<file path="src/design/etpq_pkg.sv">
// Shared codes, defaults and cell control type for the event-time priority queue.
// Depends on nothing; imported by etpq_cell and event_time_priority_queue.
`default_nettype none

package etpq_pkg;

   localparam int unsigned QUEUE_DEPTH_DEF = 64;
   localparam int unsigned TIME_BITS_DEF   = 32;
   localparam int unsigned ID_BITS_DEF     = 16;

   localparam logic [1:0] FUNC_INSERT = 2'd0;
   localparam logic [1:0] FUNC_POP    = 2'd1;
   localparam logic [1:0] FUNC_DELETE = 2'd2;

   localparam logic [1:0] STATUS_OK        = 2'd0;
   localparam logic [1:0] STATUS_EMPTY     = 2'd1;
   localparam logic [1:0] STATUS_NOT_FOUND = 2'd2;
   localparam logic [1:0] STATUS_FULL      = 2'd3;

   localparam logic [1:0] CELL_HOLD   = 2'd0;
   localparam logic [1:0] CELL_INSERT = 2'd1;
   localparam logic [1:0] CELL_REMOVE = 2'd2;

   typedef struct packed {
      logic [1:0] op;
      logic       match_load;
   } cell_ctrl_type;

endpackage

`default_nettype wire

</file>
<file path="src/design/etpq_cell.sv">
// One slot of the sorted event chain: holds a valid bit, time and id, and a match flag.
// Depends on etpq_pkg; trades contents with its left and right neighbors.
`default_nettype none

module etpq_cell #(
   parameter int unsigned TIME_BITS = etpq_pkg::TIME_BITS_DEF,
   parameter int unsigned ID_BITS   = etpq_pkg::ID_BITS_DEF
) (
   input  logic                      clock,
   input  logic                      reset,
   input  etpq_pkg::cell_ctrl_type   ctrl,
   input  logic                      remove_here,
   input  logic [TIME_BITS-1:0]      ins_time,
   input  logic [ID_BITS-1:0]        ins_id,
   input  logic                      left_le,
   input  logic                      left_valid,
   input  logic [TIME_BITS-1:0]      left_time,
   input  logic [ID_BITS-1:0]        left_id,
   input  logic                      right_valid,
   input  logic [TIME_BITS-1:0]      right_time,
   input  logic [ID_BITS-1:0]        right_id,
   output logic                      le,
   output logic                      slot_valid,
   output logic [TIME_BITS-1:0]      slot_time,
   output logic [ID_BITS-1:0]        slot_id,
   output logic [TIME_BITS-1:0]      next_time,
   output logic                      match
);
   import etpq_pkg::*;

   logic                 valid_ff, valid_in;
   logic [TIME_BITS-1:0] time_ff, time_in;
   logic [ID_BITS-1:0]   id_ff, id_in;
   logic                 match_ff, match_in;

   assign le = valid_ff && (time_ff <= ins_time);

   always_comb begin
      valid_in = valid_ff;
      time_in  = time_ff;
      id_in    = id_ff;
      unique case (ctrl.op)
         CELL_INSERT: begin
            if (!le) begin
               if (left_le) begin
                  valid_in = 1'b1;
                  time_in  = ins_time;
                  id_in    = ins_id;
               end else begin
                  valid_in = left_valid;
                  time_in  = left_time;
                  id_in    = left_id;
               end
            end
         end
         CELL_REMOVE: begin
            if (remove_here) begin
               valid_in = right_valid;
               time_in  = right_time;
               id_in    = right_id;
            end
         end
         default: begin
         end
      endcase
      match_in = ctrl.match_load ? (valid_ff && (id_ff == ins_id)) : match_ff;
   end

   always_ff @(posedge clock) begin
      if (reset) begin
         valid_ff <= 1'b0;
         match_ff <= 1'b0;
      end else begin
         valid_ff <= valid_in;
         match_ff <= match_in;
      end
      time_ff <= time_in;
      id_ff   <= id_in;
   end

   assign slot_valid = valid_ff;
   assign slot_time  = time_ff;
   assign slot_id    = id_ff;
   assign next_time  = time_in;
   assign match      = match_ff;

endmodule

`default_nettype wire

</file>
<file path="config.mk">
export PLATFORM = sky130hd
export DESIGN_NAME = etpq_cell
export DESIGN_NICKNAME = d
export VERILOG_FILES = /design/src/design/etpq_pkg.sv /design/src/design/etpq_cell.sv
export SDC_FILE = /design/constraint.sdc
export NUM_CORES = 1
export LEC_CHECK = 0
export BUFFER_PORTS_ARGS = -buffer_cell sky130_fd_sc_hd__buf_2
export CORE_MARGIN = 2
export CORE_UTILIZATION = 45
export CTS_CLUSTER_SIZE = 14
export DETAILED_ROUTE_END_ITERATION = 12
export GPL_TIMING_DRIVEN = 1
export PLACE_DENSITY = 0.86
export RECOVER_POWER = 25
export SLEW_MARGIN = 20
export SYNTH_ARGS = -nofsm -noshare
export SYNTH_HDL_FRONTEND = slang
export SYNTH_SLANG_ARGS = --single-unit
</file>
<file path="constraint.sdc">
create_clock -name clock -period 3.9 [get_ports clock]
set_input_delay 0.78 -clock clock [delete_from_list [all_inputs] [get_ports clock]]
set_output_delay 0.78 -clock clock [all_outputs]
set_load 0.05 [all_outputs]
</file>
Word level (Yosys, flattened, before mapping):

Index checks and enable logic that the tools add are counted.

* bits of input ports: 153
* flip-flop bits (word level): 50

* eq/ne operators: 5
* magnitude comparators: 1
* muxes and demuxes: 12
* reductions and logical operators: 4

Operators by type and width (number)
* 32-bit 2-to-1 mux: 3
* 32-bit one-hot mux with 2 select lines: 1
* 16-bit 2-to-1 mux: 3
* 32-bit <= comparator: 1
* 16-bit one-hot mux with 2 select lines: 1
* 16-bit equality test: 1
* 2-bit inequality test, second input constant: 2
* 1-bit 2-to-1 mux: 3
* 3-bit AND reduction: 1
* 2-bit by 1-bit equality test with 1-bit output, second input constant: 1
* 2-bit equality test, second input constant: 1
* 1-bit logical AND: 2
* 1-bit one-hot mux with 2 select lines: 1
* 2-bit nonzero test: 1

Longest topological paths before layout:

Gate-level depths: netlist (run 1).

* depth after elaboration: 4
* depth in mapped cells: 10
* depth with buffers taken out: 8

Worst setup path after synthesis (run 1):

Ideal clock, no wire load.

* path type: input port to output port
* start point: input port ins_time[14]
* end point: output port next_time[10]
* path slack: 26 ps
* arrival time: 3094 ps
* stages: 10
* path buffers: 2
* data required time: 3120 ps
* cell sequence: inv_1 > ha_1 > a21oi_2 > nand2_1 > a221o_1 > o311ai_2 > and4_1 > buf_2 > buf_6 > a221o_1

* word-level cells in the longest chain between the ends: 4

Ends and longest elaborated chain
* start, declared: line etpq_cell.sv:13 `input logic [TIME_BITS-1:0] ins_time,`
* 32-bit <= comparator: line etpq_cell.sv:36 `assign le = valid_ff && (time_ff <= ins_time);`
* 1-bit logical AND: line etpq_cell.sv:36
* 32-bit 2-to-1 mux: line etpq_cell.sv:44 `if (!le) begin`
* 32-bit one-hot mux with 2 select lines: line etpq_cell.sv:42 `unique case (ctrl.op)`
* end, declared: line etpq_cell.sv:26 `output logic [TIME_BITS-1:0] next_time,`

Every way passes these cells.

Final worst setup path (run 1):

* start point: input port ins_time[14]
* end point: output port next_time[7]

Same word-level chain as after synthesis.

==> results of run 1 <==
==> metrics by stage <==
stage               instances  area [sq um]  util, %  setup TNS, ns  total power, uW
CTS                       838          6170     67.8       -0.00134             2380
floorplan                 484          4170        -              0             1550
global route              851          6500     71.4          -2.61             2590
global placement          821          5520     60.6          -2.17             1860
detailed placement        821          5530     60.7          -2.77             1890
finish                    851          6500     71.4         -0.430             2490
==> cells by family (layout without fill, tap and decap cells) <==
family,Yosys count,in the layout,share of synthesized area [%]
DFF,50,50,27.9
buffers and inverters,95,351,9.67
adders and majority gates,34,34,10.2
xor gates and xnor gates,16,16,3.36
muxes,48,48,12.4
and+or+nand+nor,99,99,11.0
AOI/OAI and AO/OA,142,142,25.5
==> layer usage <==
metal  vias to the layer above  GRT usage (%)
li1                       2276              -
met1                      2338           31.8
met2                       347           55.4
met3                        71           5.85
met4                         0           14.3
met5                         -              0
==> repair_timing <==
action                                  in CTS  in global routing
endpoints found under the setup margin      30                 32
gates resized for setup                     99                 48
buffers inserted                             8                 11
cloned                                       2                  3
pin swaps                                   22                 40
==> state kept, by name, summed over array words and instances (netlist names) <==
| register | count |
|---|---|
| match | 1 |
| slot_valid | 1 |
| slot_id | 16 |
| slot_time | 32 |
==> layout make-up <==
| type | count | area [sq um] | share of cell area (%) |
|---|---|---|---|
| Clock buffer | 5 | 68.8 | 1.06 |
| Clock inverter | 3 | 28.8 | 0.442 |
| Inverter | 64 | 248 | 3.81 |
| Multi-Input combinational cell | 339 | 3010 | 46.2 |
| Sequential cell | 50 | 1160 | 17.8 |
| Tap cell | 111 | 139 | 2.14 |
| Timing Repair Buffer | 279 | 1850 | 28.5 |
==> how the worst max path moves through the flow <==
stage                      start       endpoint  slack (ns)  cells after the start
finish              ins_time[14]   next_time[7]       -0.06                     13
floorplan           ins_time[14]  next_time[10]        0.03                     10
detailed placement  ins_time[19]  next_time[21]       -0.12                     11
global placement    ins_time[19]  next_time[21]       -0.10                     11
global route         ins_time[6]  next_time[10]       -0.12                     13
CTS                 ins_time[29]   next_time[5]      -0.001                     12
==> critical path, stage by stage <==
cell,delay (ns)
buf_6,0.10
inv_2,0.06
ha_4,0.21
a21oi_2,0.16
nand2_1,0.08
a221o_1,0.38
o311ai_4,0.28
buf_6,0.16
a31oi_4,0.11
buf_6,0.18
clkbuf_16,0.15
a221o_1,0.35
buf_6,0.17
==> cell usage in the layout (no fill, tap or decap), types with 5 or more instances in the layout <==
cell type and instances:
buf_4 31, buf_2 164, nand4_1 13, a22o_1 30, ha_1 9, edfxtp_1 16
mux2i_1 18, xnor2_1 16, dfxtp_1 34, o21ai_0 48, inv_2 16, buf_6 47
nand3_1 10, clkbuf_1 29, inv_1 45, a21oi_1 11, a221o_1 32, mux2_2 30
clkbuf_8 5, nor2_1 8, nand2_1 55, ha_4 24
==> power by group <==
part / switching [uW] / internal [uW]
Clock: 217 / 135
Sequential: 120 / 617
Combinational: 878 / 523
Total: 1210 / 1280
==> impl_metrics.py, run 1 <==
metrics = {
    "placement": {
        "portBuffers": 235,
        "pre_cts_slack_ns": -0.122,
        "dpl.hpwl_um": 11100,
        "place_congestion": 0.877,
    },
    "status": {
        "violations": "negative setup slack",
        "status": "complete, but fails checks",
    },
    "timing": {
        "slew_headroom_pct": 49.5,
        "finalSetupViolations": 20,
        "maxSlewViolCount": 0,
        "finalCritPeriodShare_pct": 102,
        "finalHoldViolCount": 0,
        "worstMarginPinSlew_ns": 0.756,
        "fin_crit_ns": 3.96,
        "fmax_mhz": 252,
        "fin_ws_ns": -0.0615,
        "hold-worst-slack_ns": 0.492,
        "rsz0062_at_grt": "yes",
        "fin_skew_ns": 0.0183,
    },
    "critical_path": {
        "start_kind": "input port",
        "r2r_cells": 12,
        "worst-setup-path-type": "in2out",
        "crit_arrival_ns": 3.18,
        "critPathCaptureType": "output port",
        "r2r-end": "slot_id[6]",
        "crit_fanout": 5,
        "rr_startpoint": "slot_time[19]",
        "rrSetupSlack_ns": 0.84,
        "cp.required_ns": 3.12,
    },
    "pwr": {
        "power.density_nw_per_um2": 383,
        "ir_worst_vdd_mv": 0.255,
        "leakage_uw": 0.00297,
    },
    "yosys": {
        "synthFlopType": "dfxtp_1",
        "synth.top_cells.by_count": "inv_1 (64), nand2_1 (56), o21ai_0 (49)",
        "synth_edf_count": 16,
        "avgSynthCellArea_sq_um": 8.61,
        "syn_inst": 484,
        "synth_most_common_cell": "inv_1",
        "seq_area_frac_synth_pct": 27.9,
        "syn_area_sq_um": 4170,
        "synth.largest_area_cell": "dfxtp_1",
        "synthArstFlopShare_pct": 0,
        "ys_ff_latch": 50,
        "synth_nets": 671,
        "synthDistinctLibCells": 41,
        "ys_top_cells_by_area": "dfxtp_1 (16%), edfxtp_1 (12%), ha_1 (10%)",
        "synth_top_area_share_pct": 16.3,
        "ys_warn_count": 0,
    },
    "layout": {
        "num-fill-cells": 657,
        "n_antenna_cell": 0,
        "drive_above_1_share_pct": 47.4,
        "area_growth_pct": 56.1,
        "nets": 926,
    },
    "clocking": {
        "clkLatencyLatePin_ns": 0.32,
        "cts-root-buf": "clkbuf_8",
        "h-tree-depth": 2,
        "cts_hold_buf": 0,
        "clk_pin_slew_worst_paths_ns": 0.12,
        "clock_sinks": 50,
        "cts_tree": "yes",
        "cts_max_path_buffers": 2,
        "cts_made_buffers": 5,
    },
    "min_path": {
        "min_to": "match",
        "worst_hold_path_type": "reg2reg",
        "min_from": "match",
        "hold_path_depth": 2,
    },
    "global_routing": {
        "grt_max_degree": 38,
        "grt_pass1_vias": 5033,
        "grt.total_usage_pct": 29.7,
        "antenna_found_initial": 0,
        "gr-total-overflow": 0,
        "grt_pass1_wl_um": 23800,
    },
    "routing": {
        "postRouteAntennaNets": 0,
        "wl_met3_um": 1560,
        "routed_via_density": 5.91,
        "wl_met2_um": 8690,
        "finalWirelength_um": 17300,
        "drtIter0Drc": 279,
        "num_vias": 5032,
        "drtPass1Iterations": 5,
        "met1Wirelength_um": 6190,
        "drc": 0,
        "top_layer": "met4",
        "wl_per_cell_um": 20.3,
    },
    "die": {
        "coreArea_sq_um": 9110,
        "die_h_um": 100,
        "die_area_sq_um": 10000,
        "die_w_um": 100,
        "initial_core_util_pct": 45.7,
        "pin_count": 236,
        "rows": 35,
    },
    "job": {
        "cap_viol_max_count": 0,
    },
}
(Power assumes the default switching activity.)
==> run 2, diff against run 1 <==
--- a/config.mk
+++ b/config.mk
@@ -5,13 +5,14 @@
 export SDC_FILE = /design/constraint.sdc
 export NUM_CORES = 1
 export LEC_CHECK = 0
+export ABC_AREA = 1
 export BUFFER_PORTS_ARGS = -buffer_cell sky130_fd_sc_hd__buf_2
 export CORE_MARGIN = 2
-export CORE_UTILIZATION = 45
+export CORE_UTILIZATION = 48
 export CTS_CLUSTER_SIZE = 14
 export DETAILED_ROUTE_END_ITERATION = 12
 export GPL_TIMING_DRIVEN = 1
-export PLACE_DENSITY = 0.86
+export PLACE_DENSITY = 0.88
 export RECOVER_POWER = 25
 export SLEW_MARGIN = 20
 export SYNTH_ARGS = -nofsm -noshare
==> impl_metrics.py, run 2 <==
metrics = {
    "status": {
        "status": "finished clean",
    },
    "die": {
        "die_w_um": 105,
        "coreArea_sq_um": 9860,
        "rows": 36,
        "die_h_um": 105,
        "die_area_sq_um": 11100,
        "initial_core_util_pct": 49.9,
        "pin_count": 236,
    },
    "critical_path": {
        "worst-setup-path-type": "in2out",
        "startpoint": "ins_time[23]",
        "start_kind": "input port",
        "crit_fanout": 33,
        "cp.required_ns": 3.12,
        "critPathCaptureType": "output port",
        "crit_arrival_ns": 2.91,
        "rr_startpoint": "slot_time[23]",
    },
    "yosys": {
        "synthArstFlopShare_pct": 0,
        "synthFlopType": "dfxtp_1",
        "seq_area_frac_synth_pct": 23.6,
        "ys_top_cells_by_area": "dfxtp_1 (14%), nand2_1 (10%), edfxtp_1 (9.8%)",
        "synthDistinctLibCells": 37,
        "synth_top_area_share_pct": 13.8,
        "synth_most_common_cell": "nand2_1",
        "avgSynthCellArea_sq_um": 6.91,
        "yosys.area_share.simple_pct": 31.2,
        "ys_ff_latch": 50,
        "synthAdderAreaFrac_pct": 8.63,
        "syn_area_sq_um": 4930,
        "synth.top_cells.by_count": "nand2_1 (131), a21oi_1 (80), inv_1 (80)",
        "synth_edf_count": 16,
        "synth-compound-area-share_pct": 20.6,
        "yosys.area_share.xor_xnor_pct": 2.13,
        "syn_inst": 713,
        "synth_top_family_by_area": "simple AND/OR/NAND/NOR gates",
        "synth_mux_area_share_pct": 0.203,
        "synth.largest_area_cell": "dfxtp_1",
        "synth_nets": 900,
        "ys_warn_count": 0,
    },
    "layout": {
        "n_antenna_cell": 0,
        "drive_above_1_share_pct": 34.9,
        "area_growth_pct": 23.5,
        "final_common_cell": "buf_2",
        "layout_common_cells": "buf_2 (197), nand2_1 (131), inv_1 (80), a21oi_1 (80), nor2_1 (63)",
        "num-fill-cells": 954,
        "nets": 1108,
        "largest_reg_flops": 32,
    },
    "placement": {
        "dpl.hpwl_um": 11400,
        "place_congestion": 0.812,
        "portBuffers": 235,
    },
    "pwr": {
        "finalPower_uw": 2430,
        "leakage_uw": 0.00306,
        "ir_worst_vdd_mv": 0.196,
        "power.density_nw_per_um2": 399,
    },
    "clocking": {
        "clkLatencyLatePin_ns": 0.32,
        "cts_made_buffers": 5,
        "cts_tree": "yes",
        "clock_sinks": 50,
        "cts-root-buf": "clkbuf_8",
        "cts_max_path_buffers": 2,
        "cts_hold_buf": 0,
        "cts_resized": 0,
        "cts_setup_buffers": 0,
        "clk_pin_slew_worst_paths_ns": 0.12,
        "h-tree-depth": 2,
    },
    "routing": {
        "finalWirelength_um": 14600,
        "drc": 0,
        "drtPass1Iterations": 5,
        "drtIter0Drc": 280,
        "wl_per_cell_um": 13.9,
        "postRouteAntennaNets": 0,
        "routed_via_density": 5.11,
        "num_vias": 5395,
    },
    "timing": {
        "finalCritPeriodShare_pct": 94.7,
        "finalHoldViolCount": 0,
        "fmax_mhz": 271,
        "hold-worst-slack_ns": 0.483,
        "worstMarginPinSlew_ns": 0.682,
        "rsz0062_at_grt": "no",
        "finalSetupViolations": 0,
        "fin_skew_ns": 0.0166,
        "slew_headroom_pct": 54.5,
        "fin_setup_tns_ns": 0,
        "maxSlewViolCount": 0,
        "fin_crit_ns": 3.69,
    },
    "min_path": {
        "worst_hold_path_type": "reg2reg",
        "min_from": "match",
    },
    "job": {
        "cap_viol_max_count": 0,
    },
    "global_routing": {
        "grt_pass1_wl_um": 23800,
        "grt_pass1_vias": 5120,
        "gr-total-overflow": 0,
        "grt.total_usage_pct": 25.7,
        "antenna_found_initial": 0,
        "grt_max_degree": 47,
    },
}
run 2: cell count changes in the layout (fill, tap and decap cells not counted), moves of 30 or more:
cell	change
nand2_1	+76
a21oi_1	+69
nor2_1	+55
buf_6	-47
inv_1	+35
buf_2	+33
a221o_1	-32
nand3_2	+31
a22o_1	-30
mux2_2	-30
run 2: critical path, cell delays in order:
cell and delay (ns):
buf_2 0.09, inv_1 0.06, ha_1 0.31, nand2_1 0.08, nor2_1 0.14, nand4_1 0.15, nor2_2 0.13, nand2_1 0.09
nand2_4 0.16, nand2_8 0.22, nand2_1 0.13, nand3_1 0.07, a21oi_1 0.18, buf_2 0.29
run 2: report_power, final:
| part | switching, uW | internal, uW |
|---|---|---|
| Clock | 211 | 134 |
| Combinational | 1000 | 379 |
| Sequential | 83.8 | 621 |
run 2: area by class of cell:
type                    instances  area, sq um  share of cell area [%]
inverters                      84          315                    5.18
clock buffers                   5         68.8                    1.13
repair buffers                246         1250                    20.6
clock inverters                 3         26.3                   0.432
well taps                     133          166                    2.73
multi-input cells             534         3090                    50.8
flip-flops and latches         50         1160                    19.1
run 2: path summary, 6_finish.rpt:
kind                   end  slack (ns)  cells past startpoint
min                  match        0.48                      2
max          next_time[28]        0.21                     14
min reg2reg          match        0.48                      2
max reg2reg     slot_id[0]        1.43                     11
run 2: logic make-up (layout without fill, tap and decap cells):
family                   Yosys count  in the layout
AND/OR/NAND/NOR                  309            309
AO/OA/AOI/OAI                    178            178
buffers and inverters            129            338
flip-flops                        50             50
adder cells (fa/ha/maj)           34             34
XOR/XNOR                          12             12
multiplexers                       1              1
run 2: layer usage:
metal	routed length [um]	track usage (%)	part of all wire (%)
met5	0	0	0
met3	940	3.65	6.4
met1	6010	31.7	41
met4	218	6.48	1.5
met2	7450	46.8	51
run 2: per-stage QoR:
stage                     setup slack [ns]  util (%)  instance area (sq um)  std cells
after CTS                            0.171      62.1                   6130       1055
after global placement               0.193      61.2                   6030       1047
final                                0.207      61.7                   6090       1055
after detailed placement             0.183      61.2                   6030       1047
after global routing               0.00510      61.7                   6090       1055
after floorplan                      0.344         -                   4930        713
==> run 3, diff against run 2 <==
--- a/config.mk
+++ b/config.mk
@@ -9,6 +9,7 @@
 export BUFFER_PORTS_ARGS = -buffer_cell sky130_fd_sc_hd__buf_2
 export CORE_MARGIN = 2
 export CORE_UTILIZATION = 48
+export CTS_BUF_LIST = sky130_fd_sc_hd__clkbuf_16
 export CTS_CLUSTER_SIZE = 14
 export DETAILED_ROUTE_END_ITERATION = 12
 export GPL_TIMING_DRIVEN = 1
==> constraint.sdc (replaced) <==
create_clock -name clock -period 3.9 [get_ports clock]
set_input_delay 0.195 -clock clock [delete_from_list [all_inputs] [get_ports clock]]
set_output_delay 0.195 -clock clock [all_outputs]
set_load 0.05 [all_outputs]
==> impl_metrics.py, run 3 (synthesis results as in run 2) <==
metrics = {
    "status": {
        "status": "finished clean",
    },
    "routing": {
        "wl_met3_um": 1010,
        "postRouteAntennaNets": 0,
        "met1Wirelength_um": 6120,
        "num_vias": 5475,
        "drtIter0Drc": 331,
        "wl_met2_um": 7620,
        "top_layer": "met4",
        "finalWirelength_um": 15000,
        "drtPass1Iterations": 5,
        "routed_via_density": 5.21,
        "wl_per_cell_um": 14.3,
        "drc": 0,
    },
    "layout": {
        "area_growth_pct": 24.3,
        "nets": 1103,
        "final_common_cell": "buf_2",
        "final_area_sq_um": 6120,
        "drive_above_1_share_pct": 34.7,
        "num-fill-cells": 977,
        "layout_common_cells": "buf_2 (198), nand2_1 (131), a21oi_1 (80), inv_1 (79), nor2_1 (63)",
        "largest_reg_flops": 32,
    },
    "min_path": {
        "min_to": "match",
        "worst_hold_path_type": "in2reg",
        "min_from": "reset",
        "hold_path_depth": 2,
    },
    "critical_path": {
        "cp.required_ns": 3.70,
        "r2r_cells": 11,
        "crit_fanout": 34,
        "worst-setup-path-type": "reg2out",
        "crit_arrival_ns": 2.98,
        "rr_startpoint": "slot_time[31]",
        "critPathCaptureType": "output port",
        "rrSetupSlack_ns": 1.23,
        "r2r-end": "slot_id[11]",
        "start_kind": "flop",
    },
    "placement": {
        "portBuffers": 235,
        "place_congestion": 0.819,
        "post_dp_cell_area_sq_um": 5950,
        "dpl.hpwl_um": 11200,
    },
    "die": {
        "die_area_sq_um": 11100,
        "rows": 36,
        "pin_count": 236,
        "coreArea_sq_um": 9860,
        "initial_core_util_pct": 49.9,
        "die_w_um": 105,
        "die_h_um": 105,
    },
    "timing": {
        "fin_setup_tns_ns": 0,
        "fin_skew_ns": 0.00622,
        "worstMarginPinSlew_ns": 0.910,
        "finalSetupViolations": 0,
        "maxSlewViolCount": 0,
        "fin_crit_ns": 3.17,
        "fmax_mhz": 315,
        "slew_headroom_pct": 39.3,
        "finalHoldViolCount": 0,
        "finalCritPeriodShare_pct": 81.3,
        "rsz0062_at_grt": "no",
    },
    "global_routing": {
        "grt_pass1_vias": 5338,
        "antenna_found_initial": 1,
        "gr-total-overflow": 0,
        "grt_max_degree": 66,
        "grt.total_usage_pct": 26.9,
        "grt_pass1_wl_um": 24600,
    },
    "pwr": {
        "power.density_nw_per_um2": 434,
        "ir_worst_vdd_mv": 0.266,
        "leakage_uw": 0.00307,
    },
    "clocking": {
        "cts_resized": 0,
        "cts_max_path_buffers": 2,
        "cts_hold_buf": 0,
        "cts_setup_buffers": 0,
        "clk_pin_slew_worst_paths_ns": 0.08,
        "cts-root-buf": "clkbuf_16",
        "cts_tree": "yes",
        "clock_sinks": 50,
        "h-tree-depth": 2,
        "clkLatencyLatePin_ns": 0.29,
        "cts_made_buffers": 5,
    },
    "job": {
        "cap_viol_max_count": 0,
    },
}
==> run 3: layout make-up <==
class | count | area, sq um | share of cell area (%)
Tap cell | 133 | 166 | 2.72
Inverter | 84 | 315 | 5.15
Sequential cell | 50 | 1160 | 19.0
Clock inverter | 3 | 68.8 | 1.12
Timing Repair Buffer | 241 | 1190 | 19.4
Antenna cell | 1 | 2.50 | 0.0409
Multi-Input combinational cell | 534 | 3090 | 50.5
Clock buffer | 5 | 125 | 2.04
==> run 3: worst max path at each step <==
stage	startpoint	endpoint	cells after the start
finish	slot_time[7]	next_time[29]	12
global route	slot_time[25]	next_time[29]	13
CTS	slot_time[25]	next_time[29]	13
detailed placement	slot_time[25]	next_time[29]	13
global placement	slot_time[23]	next_time[28]	12
floorplan	slot_time[0]	slot_time[30]	18
==> run 3: where the power goes <==
| group | internal, uW | leakage, uW | total (uW) | switching (uW) |
|---|---|---|---|---|
| Sequential | 621 | 0.000437 | 704 | 83.2 |
| Combinational | 363 | 0.00254 | 1370 | 1000 |
| Clock | 370 | 0.0000940 | 588 | 219 |
==> run 3: stage by stage <==
| step | instances | hold WS, ns | power (uW) | setup slack (ns) | utilization, % |
|---|---|---|---|---|---|
| after floorplan | 713 | 0.264 | 1780 | 1.07 | - |
| after global placement | 1041 | 0.392 | 2070 | 1.11 | 60.3 |
| after detailed placement | 1041 | 0.397 | 2090 | 1.03 | 60.3 |
| after CTS | 1049 | 0.0787 | 2680 | 0.696 | 62.3 |
| after global routing | 1051 | 0.0925 | 2810 | 0.452 | 62.1 |
| final | 1051 | 0.0879 | 2660 | 0.728 | 62.1 |
==> run 3: metal layers <==
metal  vias up  GRT usage, %
met1      2485          31.5
li1       2745             -
met3        29          4.45
met4         0          7.71
met5         -             0
met2       216          49.8
==> run 3: critical path, stage by stage (launching register included) <==
cell and delay [ns]:
dfxtp_1 0.34, ha_1 0.30, nand2_1 0.07, nor2_1 0.17
nand4_1 0.15, nor2_1 0.13, nand2_1 0.10, nand2_4 0.34
nand2_8 0.32, nand2_1 0.14, nand3_1 0.07, a21oi_1 0.21
buf_2 0.30
